### src/hdl/ktt_pkg.sv
// Package for the keyed timestamp table: payload structs, opcodes, controller states
// and the command and status bundles between controller and datapath. No dependencies.
package ktt_pkg;

  localparam int ENTRIES_DEF  = 16;
  localparam int KEY_BITS_DEF = 16;
  localparam int CONN_KEY_W   = 16;
  localparam int TIME_W       = 32;

  typedef enum logic [1:0] {
    OP_TOUCH  = 2'd0,
    OP_QUERY  = 2'd1,
    OP_REMOVE = 2'd2
  } op_t;

  typedef struct packed {
    logic [1:0]            opcode;
    logic [CONN_KEY_W-1:0] conn_key;
    logic [TIME_W-1:0]     now_time;
  } req_t;

  typedef struct packed {
    logic [TIME_W-1:0] seen_time;
    logic              hit;
    logic              status;
  } rsp_t;

  typedef enum logic [1:0] {
    ST_IDLE,
    ST_SCAN,
    ST_DRAIN,
    ST_UPDATE
  } state_t;

  typedef struct packed {
    logic start;    // capture the request and clear the match trackers
    logic scan_en;  // read the entry at the scan index and advance
    logic commit;   // apply the table update and load the result register
  } cmd_t;

  typedef struct packed {
    logic scan_last;  // the scan index points at the last entry
    logic out_free;   // the result register can take a new result this cycle
  } stat_t;

endpackage

### src/hdl/ktt_ctrl.sv
// Controller state machine for the keyed timestamp table.
// Depends on ktt_pkg for the state enum and the command and status structs.
module ktt_ctrl import ktt_pkg::*; (
  input  logic  clk,
  input  logic  rst_n,
  input  logic  in_valid,
  output logic  in_ready,
  input  stat_t stat,
  output cmd_t  cmd
);

  state_t state_r;
  state_t state_nxt;

  always_ff @(posedge clk) begin
    if (!rst_n) begin
      state_r <= ST_IDLE;
    end else begin
      state_r <= state_nxt;
    end
  end

  always_comb begin
    state_nxt   = state_r;
    in_ready    = 1'b0;
    cmd.start   = 1'b0;
    cmd.scan_en = 1'b0;
    cmd.commit  = 1'b0;
    case (state_r)
      ST_IDLE: begin
        in_ready = 1'b1;
        if (in_valid) begin
          cmd.start = 1'b1;
          state_nxt = ST_SCAN;
        end
      end
      ST_SCAN: begin
        cmd.scan_en = 1'b1;
        if (stat.scan_last) begin
          state_nxt = ST_DRAIN;
        end
      end
      ST_DRAIN: begin
        // The last entry read is compared in this cycle.
        state_nxt = ST_UPDATE;
      end
      ST_UPDATE: begin
        if (stat.out_free) begin
          cmd.commit = 1'b1;
          state_nxt  = ST_IDLE;
        end
      end
      default: begin
        state_nxt = ST_IDLE;
      end
    endcase
  end

endmodule

### src/hdl/ktt_datapath.sv
// Datapath of the keyed timestamp table: entry memory, valid flags, scan pipeline,
// match and free-slot trackers, and the result register. Depends on ktt_pkg.
module ktt_datapath import ktt_pkg::*; #(
  parameter int ENTRIES  = ENTRIES_DEF,
  parameter int KEY_BITS = KEY_BITS_DEF
) (
  input  logic clk,
  input  logic rst_n,
  input  req_t in_data,
  input  cmd_t cmd,
  output stat_t stat,
  output logic out_valid,
  input  logic out_ready,
  output rsp_t out_data
);

  localparam int IDX_W = (ENTRIES > 1) ? $clog2(ENTRIES) : 1;

  // Entry storage; contents are only trusted where the valid flag is set.
  logic [KEY_BITS-1:0] key_mem  [ENTRIES];
  logic [TIME_W-1:0]   time_mem [ENTRIES];
  logic [ENTRIES-1:0]  entry_valid_r;

  logic [1:0]          req_op_r;
  logic [KEY_BITS-1:0] req_key_r;
  logic [TIME_W-1:0]   req_time_r;
  logic [31:0]         key_ext;

  logic [IDX_W-1:0]    scan_idx_r;
  logic                rd_pend_r;
  logic [IDX_W-1:0]    rd_idx_r;
  logic                rd_valid_r;
  logic [KEY_BITS-1:0] rd_key_r;
  logic [TIME_W-1:0]   rd_time_r;

  logic                found_r;
  logic [IDX_W-1:0]    found_idx_r;
  logic [TIME_W-1:0]   found_time_r;
  logic                free_found_r;
  logic [IDX_W-1:0]    free_idx_r;

  logic                out_valid_r;
  rsp_t                out_data_r;

  logic                rd_match;
  logic                rd_free;
  logic                wr_en;
  logic [IDX_W-1:0]    wr_idx;
  logic                set_valid;
  logic                clr_valid;
  rsp_t                rsp;

  assign key_ext = {{(32 - CONN_KEY_W){1'b0}}, in_data.conn_key};

  assign stat.scan_last = (scan_idx_r == IDX_W'(ENTRIES - 1));
  assign stat.out_free  = !out_valid_r || out_ready;

  always_ff @(posedge clk) begin
    if (cmd.start) begin
      req_op_r   <= in_data.opcode;
      req_key_r  <= key_ext[KEY_BITS-1:0];
      req_time_r <= in_data.now_time;
    end
  end

  // Scan: one registered read per cycle, compared in the following cycle.
  always_ff @(posedge clk) begin
    if (!rst_n) begin
      scan_idx_r <= '0;
      rd_pend_r  <= 1'b0;
    end else begin
      rd_pend_r <= cmd.scan_en;
      if (cmd.start) begin
        scan_idx_r <= '0;
      end else if (cmd.scan_en) begin
        scan_idx_r <= scan_idx_r + IDX_W'(1);
      end
    end
  end

  always_ff @(posedge clk) begin
    if (cmd.scan_en) begin
      rd_key_r   <= key_mem[scan_idx_r];
      rd_time_r  <= time_mem[scan_idx_r];
      rd_valid_r <= entry_valid_r[scan_idx_r];
      rd_idx_r   <= scan_idx_r;
    end
  end

  assign rd_match = rd_pend_r && rd_valid_r && (rd_key_r == req_key_r);
  assign rd_free  = rd_pend_r && !rd_valid_r;

  always_ff @(posedge clk) begin
    if (!rst_n) begin
      found_r      <= 1'b0;
      free_found_r <= 1'b0;
    end else if (cmd.start) begin
      found_r      <= 1'b0;
      free_found_r <= 1'b0;
    end else begin
      if (rd_match && !found_r) begin
        found_r <= 1'b1;
      end
      if (rd_free && !free_found_r) begin
        free_found_r <= 1'b1;
      end
    end
  end

  always_ff @(posedge clk) begin
    if (rd_match && !found_r) begin
      found_idx_r  <= rd_idx_r;
      found_time_r <= rd_time_r;
    end
    if (rd_free && !free_found_r) begin
      free_idx_r <= rd_idx_r;
    end
  end

  // Update decision and result from the finished scan.
  always_comb begin
    wr_en         = 1'b0;
    wr_idx        = found_idx_r;
    set_valid     = 1'b0;
    clr_valid     = 1'b0;
    rsp.seen_time = '0;
    rsp.hit       = 1'b0;
    rsp.status    = 1'b0;
    case (req_op_r)
      OP_TOUCH: begin
        if (found_r) begin
          wr_en   = 1'b1;
          rsp.hit = 1'b1;
        end else if (free_found_r) begin
          wr_en     = 1'b1;
          wr_idx    = free_idx_r;
          set_valid = 1'b1;
        end else begin
          rsp.status = 1'b1;
        end
      end
      OP_QUERY: begin
        if (found_r) begin
          rsp.seen_time = found_time_r;
          rsp.hit       = 1'b1;
        end
      end
      OP_REMOVE: begin
        if (found_r) begin
          clr_valid = 1'b1;
          rsp.hit   = 1'b1;
        end
      end
      default: begin
        // Undefined opcode: nothing changes, all-zero result.
      end
    endcase
  end

  always_ff @(posedge clk) begin
    if (cmd.commit && wr_en) begin
      key_mem[wr_idx]  <= req_key_r;
      time_mem[wr_idx] <= req_time_r;
    end
  end

  always_ff @(posedge clk) begin
    if (!rst_n) begin
      entry_valid_r <= '0;
    end else if (cmd.commit) begin
      if (set_valid) begin
        entry_valid_r[wr_idx] <= 1'b1;
      end else if (clr_valid) begin
        entry_valid_r[wr_idx] <= 1'b0;
      end
    end
  end

  always_ff @(posedge clk) begin
    if (!rst_n) begin
      out_valid_r <= 1'b0;
    end else if (cmd.commit) begin
      out_valid_r <= 1'b1;
    end else if (out_ready) begin
      out_valid_r <= 1'b0;
    end
  end

  always_ff @(posedge clk) begin
    if (cmd.commit) begin
      out_data_r <= rsp;
    end
  end

  assign out_valid = out_valid_r;
  assign out_data  = out_data_r;

endmodule

### src/hdl/keyed_timestamp_table_core.sv
// Keyed timestamp table: top level joining the controller and the datapath.
// One transaction at a time: requests are accepted only in the idle state. Each one runs
// the one-entry-per-cycle scan of the single-read-port entry memory plus setup, compare
// drain and write-back, and write-back waits until the result register is free.
// Reset (rst_n, synchronous, active low) empties the table and drops any pending result.
module keyed_timestamp_table_core import ktt_pkg::*; #(
  parameter int ENTRIES  = ENTRIES_DEF,
  parameter int KEY_BITS = KEY_BITS_DEF
) (
  input  logic clk,
  input  logic rst_n,
  input  logic in_valid,
  output logic in_ready,
  input  req_t in_data,
  output logic out_valid,
  input  logic out_ready,
  output rsp_t out_data
);

  // The controller sequences each transaction through capture, scan, drain and
  // update. Only the command and status bundles cross between the two halves.
  cmd_t  cmd;
  stat_t stat;

  ktt_ctrl u_ctrl (
    .clk      (clk),
    .rst_n    (rst_n),
    .in_valid (in_valid),
    .in_ready (in_ready),
    .stat     (stat),
    .cmd      (cmd)
  );

  // The datapath holds the entries, scans them in ascending order for the key
  // and for the lowest free slot, then applies the update and registers the
  // result. The result register lets a finished result wait for the consumer.
  ktt_datapath #(
    .ENTRIES  (ENTRIES),
    .KEY_BITS (KEY_BITS)
  ) u_datapath (
    .clk       (clk),
    .rst_n     (rst_n),
    .in_data   (in_data),
    .cmd       (cmd),
    .stat      (stat),
    .out_valid (out_valid),
    .out_ready (out_ready),
    .out_data  (out_data)
  );

endmodule

### config.mk
export PLATFORM = sky130hd
export DESIGN_NAME = keyed_timestamp_table_core
export DESIGN_NICKNAME = d
export VERILOG_FILES = /design/src/hdl/ktt_pkg.sv /design/src/hdl/ktt_ctrl.sv /design/src/hdl/ktt_datapath.sv /design/src/hdl/keyed_timestamp_table_core.sv
export SDC_FILE = /design/constraint.sdc
export NUM_CORES = 1
export LEC_CHECK = 0
export BUFFER_PORTS_ARGS = -buffer_cell sky130_fd_sc_hd__clkbuf_2
export CAP_MARGIN = 10
export CORE_MARGIN = 4
export CORE_UTILIZATION = 30
export CTS_BUF_LIST = sky130_fd_sc_hd__clkbuf_4
export CTS_CLUSTER_SIZE = 24
export DETAILED_ROUTE_END_ITERATION = 12
export HOLD_SLACK_MARGIN = 0.15
export MAX_ROUTING_LAYER = met4
export PLACE_DENSITY_LB_ADDON = 0.12
export SYNTH_ARGS = -nofsm -noshare
export SYNTH_HDL_FRONTEND = slang
export SYNTH_SLANG_ARGS = --single-unit
### constraint.sdc
create_clock -name clk -period 4.2 [get_ports clk]
set_input_delay 0.42 -clock clk [delete_from_list [all_inputs] [get_ports clk]]
set_output_delay 0.42 -clock clk [all_outputs]
set_load 0.02 [all_outputs]
Yosys cells after proc, flatten, opt, wreduce, memory -nomap -nowiden
Memories as Yosys holds them, arrays and structs flattened. A register that Yosys moved wholly into a read port is not among the register bits.
Cells that the tools add are included.
- input port bits: 54
- ROM bits: 0
- bits in registers: 155
- bits in writable memories: 768
- output and inout port bits: 36
- word-level logic and storage cells: 94
- latch bits: 0
- memories: 2
- memories (memory ; words ; width ; rd ports ; clocked after memory_dff ; wr ports ; RTL line ; RTL):
    u_datapath.time_mem ; 16 ; 32 ; 1 ; 1 ; 1 ; ktt_datapath.sv:21 ; logic [TIME_W-1:0] time_mem [ENTRIES];
    u_datapath.key_mem ; 16 ; 16 ; 1 ; 1 ; 1 ; ktt_datapath.sv:20 ; logic [KEY_BITS-1:0] key_mem [ENTRIES];
- add/subtract/negate cells: 1
- equality and inequality tests: 10
- divide/modulo/power cells: 0
- muxes and demuxes: 33
- $lt $le $gt $ge: 3
- multipliers: 0
- shift-type cells: 0
- bitwise logic cells: 5
- reductions and logical operators: 22
- operators by type and width (operator ; number):
    $mux W16 ; 2
    $mux W1 ; 21
    $and A16 B16 Y16 ; 1
    $eq A16 B16 Y1 ; 1
    $not A16 Y16 ; 1
    $or A16 B16 Y16 ; 1
    $mux W4 ; 3
    $lt A4 B5 Y1 const B ; 2
    $pmux W2 S4 ; 1
    $logic_and A1 B1 Y1 ; 7
    $eq A2 B2 Y1 const B ; 3
    $mux W2 ; 3
    $ne A2 B2 Y1 const B ; 3
    $reduce_or A2 Y1 ; 3
    $add A4 B1 Y4 const B ; 1
    $bmux W1 S4 ; 1
    $demux W1 S4 ; 1
    $eq A2 B1 Y1 const B ; 2
    $eq A4 B4 Y1 const B ; 1
    $ge A4 B1 Y1 const B ; 1
    $logic_not A1 Y1 ; 4
    $logic_not A2 Y1 ; 2
    $reduce_and A2 Y1 ; 2
    $reduce_bool A2 Y1 ; 2
    other kinds (4) ; 5

Longest topological paths before layout
- word-level depth: 11
- gate-level depth with buffers: 7
- mapped depth without buffers: 6

Modules after synthesis
From an unflattened synthesis, not the netlist that was laid out.
- cell total of the unflattened synthesis: 1637
- area, all modules: 36419.9 um^2
- by module, submodules not included (module ; cells an instance ; times used ; area an instance (um^2) ; seq. area each (um^2)):
    ktt_datapath ; 1617 ; 1 ; 36249.8 ; 28857.7
    ktt_ctrl ; 20 ; 1 ; 170.2 ; 40.0

Worst setup path after synthesis
OpenSTA, ideal clock, no wires.
- kind: register to register
- start point: register u_datapath.req_key_r[14]
- end point: register u_datapath.found_idx_r[0] (enable)
- slack: 0.042 ns
- data arrival time: 3.684 ns
- library setup time: 0.474 ns
- path buffers: 0
- data required time: 3.726 ns
- clock period less this slack: 4.158 ns
- stages on the path, launching flop included: 5
- cell sequence: edfxtp_1 xor2_1 nor4_1 nand3b_1 nor3_1
- longest elaborated chain between the ends: 3
- ends and longest elaborated chain (element ; RTL line ; RTL):
    start, declared ; ktt_datapath.sv:25 ; logic [KEY_BITS-1:0] req_key_r;
    start signal, assigned ; ktt_datapath.sv:61 ; req_key_r <= key_ext[KEY_BITS-1:0];
    $eq A16 B16 Y1 ; ktt_datapath.sv:90 ; assign rd_match = rd_pend_r && rd_valid_r && (rd_key_r == req_key_r);
    $logic_and A1 B1 Y1 ; ktt_datapath.sv:90 ;
    $logic_and A1 B1 Y1 ; ktt_datapath.sv:111 ; if (rd_match && !found_r) begin
    end signal, assigned ; ktt_datapath.sv:112 ; found_idx_r <= rd_idx_r;
    end, declared ; ktt_datapath.sv:37 ; logic [IDX_W-1:0] found_idx_r;
No other way between the ends.
A chain may end at the register's enable or synchronous reset.

Worst setup path after layout
- start point: register u_datapath.req_op_r[1]
- end point: memory u_datapath.time_mem[3][25] (enable)
- longest elaborated chain between the ends: 5
- elaborated cells between the ends (all ways): 6
- classes of those cells: mux: 4; reduce/logical: 2
- ends and longest elaborated chain (element ; RTL line ; RTL):
    start, declared ; ktt_datapath.sv:24 ; logic [1:0] req_op_r;
    start signal, assigned ; ktt_datapath.sv:60 ; req_op_r <= in_data.opcode;
    $logic_not A2 Y1 * ; ktt_datapath.sv:129 ; case (req_op_r)
    $mux W1 ; ktt_datapath.sv:129 ;
    $logic_and A1 B1 Y1 ; ktt_datapath.sv:161 ; if (cmd.commit && wr_en) begin
    $mux W1 ; ktt_datapath.sv:161 ;
    $mux W1 (not written as such) ; ktt_datapath.sv:163 ; time_mem[wr_idx] <= req_time_r;
    end, declared ; ktt_datapath.sv:21 ;
Every way passes the cells marked *; elsewhere a longest branch is shown, timed or not.

==> impl_metrics.env <==
export IMPL_drive_above_1_share=0.3574
export IMPL_htreeDepth=5
export IMPL_setup_tns_ns=0
export IMPL_die_w_um=356.7
export IMPL_start_kind="register"
export IMPL_cts_resized=0
export IMPL_wl_met1_um=40740
export IMPL_internal_power_mw=17.32
export IMPL_postRouteAntennaNets=0
export IMPL_r2r_slack_ns=0.81
export IMPL_die_area_um2=127300
export IMPL_cts_tree="yes"
export IMPL_max_freq_ghz=0.2948
export IMPL_grt_pass1_vias=19790
export IMPL_p_switching_mw=6.080
export IMPL_seqPwrFrac=0.520
export IMPL_finalHoldViolCount=0
export IMPL_dr_max_layer_used="met4"
export IMPL_start_util=0.3033
export IMPL_route_detailed_drc=0
export IMPL_ys_warn_count=0
export IMPL_clk_pin_slew_worst_paths_ns=0.07
export IMPL_r2r_cells=5
export IMPL_worst_hold_startpoint="out_ready"
export IMPL_p_leak_nw=13.94
export IMPL_ys_types=46
export IMPL_criticalPathCategory="register to register"
export IMPL_drt_pass1_iter_count=4
export IMPL_ioPinCount=90
export IMPL_grt_start_max_net_pins=59
export IMPL_min_period_ns=3.392
export IMPL_final_cell_mix="edfxtp_1 (945), clkbuf_4 (405), mux4_2 (196)"
export IMPL_r2r_end="u_datapath.time_mem[3][25]$_DFFE_PP_"
export IMPL_crit_arrival_ns=4.14
export IMPL_drtIter0Drc=1145
export IMPL_hold_path_endpoint="u_datapath.out_valid$_SDFFE_PN0P_"
export IMPL_route_met2_wl_um=45560
export IMPL_numCtsBuffers=284
export IMPL_synth_area_per_cell_um2=22.18
export IMPL_finalCritPeriodShare=0.8077
export IMPL_num_rows=127
export IMPL_cts_root_buf="clkbuf_4"
export IMPL_slew_viol_final=0
export IMPL_wl_met3_um=3755
export IMPL_maxCapViolCount=0
export IMPL_pwr_share_clk=0.353
export IMPL_cp_end_kind="register"
export IMPL_vias=18210
export IMPL_syn_num_nets=1705
export IMPL_p_sw_frac=0.2598
export IMPL_grt_use_total=0.1514
export IMPL_finalPower_mw=23.41
export IMPL_grt_overflow=0
export IMPL_fin_hold_ws_ns=0.3835
export IMPL_cts_buffer_depth=4
export IMPL_worstSkewPairLatency_ns=1.13
export IMPL_slew_headroom=0.3834
export IMPL_vias_per_cell=4.664
export IMPL_antenna_found_initial=5
export IMPL_status="finished clean"
export IMPL_grt_pass1_wl_um=134400
export IMPL_port_buffers=89
export IMPL_gp_congestion=0.7356
export IMPL_netlist_area_um2=36480
export IMPL_synth_edf_count=945
export IMPL_cp_required_ns=4.95
export IMPL_async_flop_share=0
export IMPL_setup_violations=0
export IMPL_final_common_cell="edfxtp_1"
export IMPL_combPwrFrac=0.128
export IMPL_fin_nets=2172
export IMPL_cts_sinks=971
export IMPL_area_growth_pct=20.20
export IMPL_r2r_start="u_datapath.req_op_r[1]$_DFFE_PP_"
export IMPL_die_h_um=356.7
export IMPL_ir_drop_mv=0.2916
export IMPL_hold_path_depth=4
export IMPL_rsz0062_at_grt="false"
export IMPL_place_detailed_hpwl_um=51420
export IMPL_p_per_area_nw_per_um2=533.7
export IMPL_hold_path_class="input port to register"
export IMPL_syn_inst=1645
export IMPL_crit_start="u_datapath.req_op_r[1]$_DFFE_PP_"
export IMPL_wl_um=92390
export IMPL_synth_ff_type="edfxtp_1"
export IMPL_synth_seq_cells=971
export IMPL_worst_slew_pin_slew_ns=0.9249
export IMPL_cp_max_fo=17
export IMPL_finalClockSkew_ns=0.09551
export IMPL_core_area_um2=120300
export IMPL_seq_area_frac_synth=0.7920
export IMPL_wl_per_cell_um=23.66
## power groups by stage
stage	logic [mW]	registers, mW	clock network [mW]
floorplan	1.86	12.1	0
global placement	3.01	12.3	0
detailed placement	3.04	12.4	0
CTS	3.12	12.2	8.68
global route	3.25	12.2	9.21
finish	2.98	12.2	8.26
## cell usage after synthesis (6+ instances only)
cell,instances,area [µm²]
edfxtp_1,945,28380
mux4_2,196,4414
nor2b_1,57,356.6
mux2i_1,56,560.5
a21oi_1,50,250.2
a211oi_1,49,367.9
clkbuf_1,45,168.9
and2_1,34,212.7
nor2_1,29,108.9
dfxtp_1,26,520.5
buf_2,23,115.1
xor2_1,18,157.7
nor3_1,14,70.07
buf_1,11,41.29
nand2_1,11,41.29
o221a_2,9,101.4
nor4_1,7,43.79
ha_1,6,75.07
inv_1,6,22.52
nand3_1,6,30.03
nor3b_1,6,45.04
## worst max-delay path, stage by stage (launching register included)
cell	delay (ns)
edfxtp_1	0.49
or4b_1	0.90
mux2i_1	0.34
nand3_1	0.35
nor2_4	0.53
buf_4	0.40
## metrics by stage
step           cell area [µm²]  setup slack (ns)    util  instances
6_report                 43850            0.8076  0.3646       3905
5_1_grt                  43850            0.5506  0.3645       3903
4_1_cts                  43840            0.6786  0.3644       3898
3_5_place_dp             39510            0.7745  0.3285       3334
3_3_place_gp             39510            0.7985  0.3285       3334
2_1_floorplan            36490           0.04156       -       1645
## kinds of logic (layout without fill, tap and decap cells)
logic type / count (synthesis) / count (layout) / share of synthesized area
multiplexers: 259 / 259 / 0.1391
other: 0 / 7 / 0
flip-flops: 971 / 971 / 0.7920
AO/OA/AOI/OAI: 121 / 121 / 0.02315
XOR/XNOR: 19 / 19 / 0.004561
adder cells (fa/ha/maj): 6 / 6 / 0.002058
buffers and inverters: 87 / 728 / 0.01025
AND/OR/NAND/NOR: 182 / 182 / 0.02881
## final cells by class
cell class              count  area (µm²)
well taps                1612        2017
diodes                      7       17.52
clock buffers             405        3040
inverters                   6       23.77
clock inverters            55       240.2
flip-flops and latches    971       28910
repair buffers            262        2242
fillers                 11270       76440
multi-input cells         587        7360
## state kept, by name, indices dropped and copies added (netlist names), 4 cells and up, named ones only
name                     flops
u_datapath.req_key_r        16
u_datapath.found_idx_r       4
u_datapath.found_time_r     32
u_datapath.rd_time_r        32
u_datapath.free_idx_r        4
u_datapath.rd_key_r         16
u_datapath.scan_idx_r        4
u_datapath.req_time_r       32
u_datapath.key_mem         256
u_datapath.time_mem        512
u_datapath.rd_idx_r          4
u_datapath.out_data         34
## worst max-delay path by stage
stage,endpoint,depth (start not counted)
after floorplan,u_datapath.found_idx_r[0]$_DFFE_PP_,4
after global placement,u_datapath.time_mem[3][17]$_DFFE_PP_,5
after detailed placement,u_datapath.time_mem[3][16]$_DFFE_PP_,5
after CTS,u_datapath.time_mem[3][1]$_DFFE_PP_,5
after global routing,u_datapath.time_mem[3][1]$_DFFE_PP_,5
final,u_datapath.time_mem[3][25]$_DFFE_PP_,5
## what timing repair did
item | 4_1_cts | 5_1_grt
setup buffers | 0 | 0
hold buffers | 104 | 0
endpoints found under the hold margin | 76 | 0
## metal layers
layer,global-route usage,vias to the layer above
met4,0.06105,0
met5,-,-
met3,0.02878,156
li1,-,7975
met1,0.1916,9621
met2,0.2411,462
No activity file was read; power rests on OpenSTA's default activity.
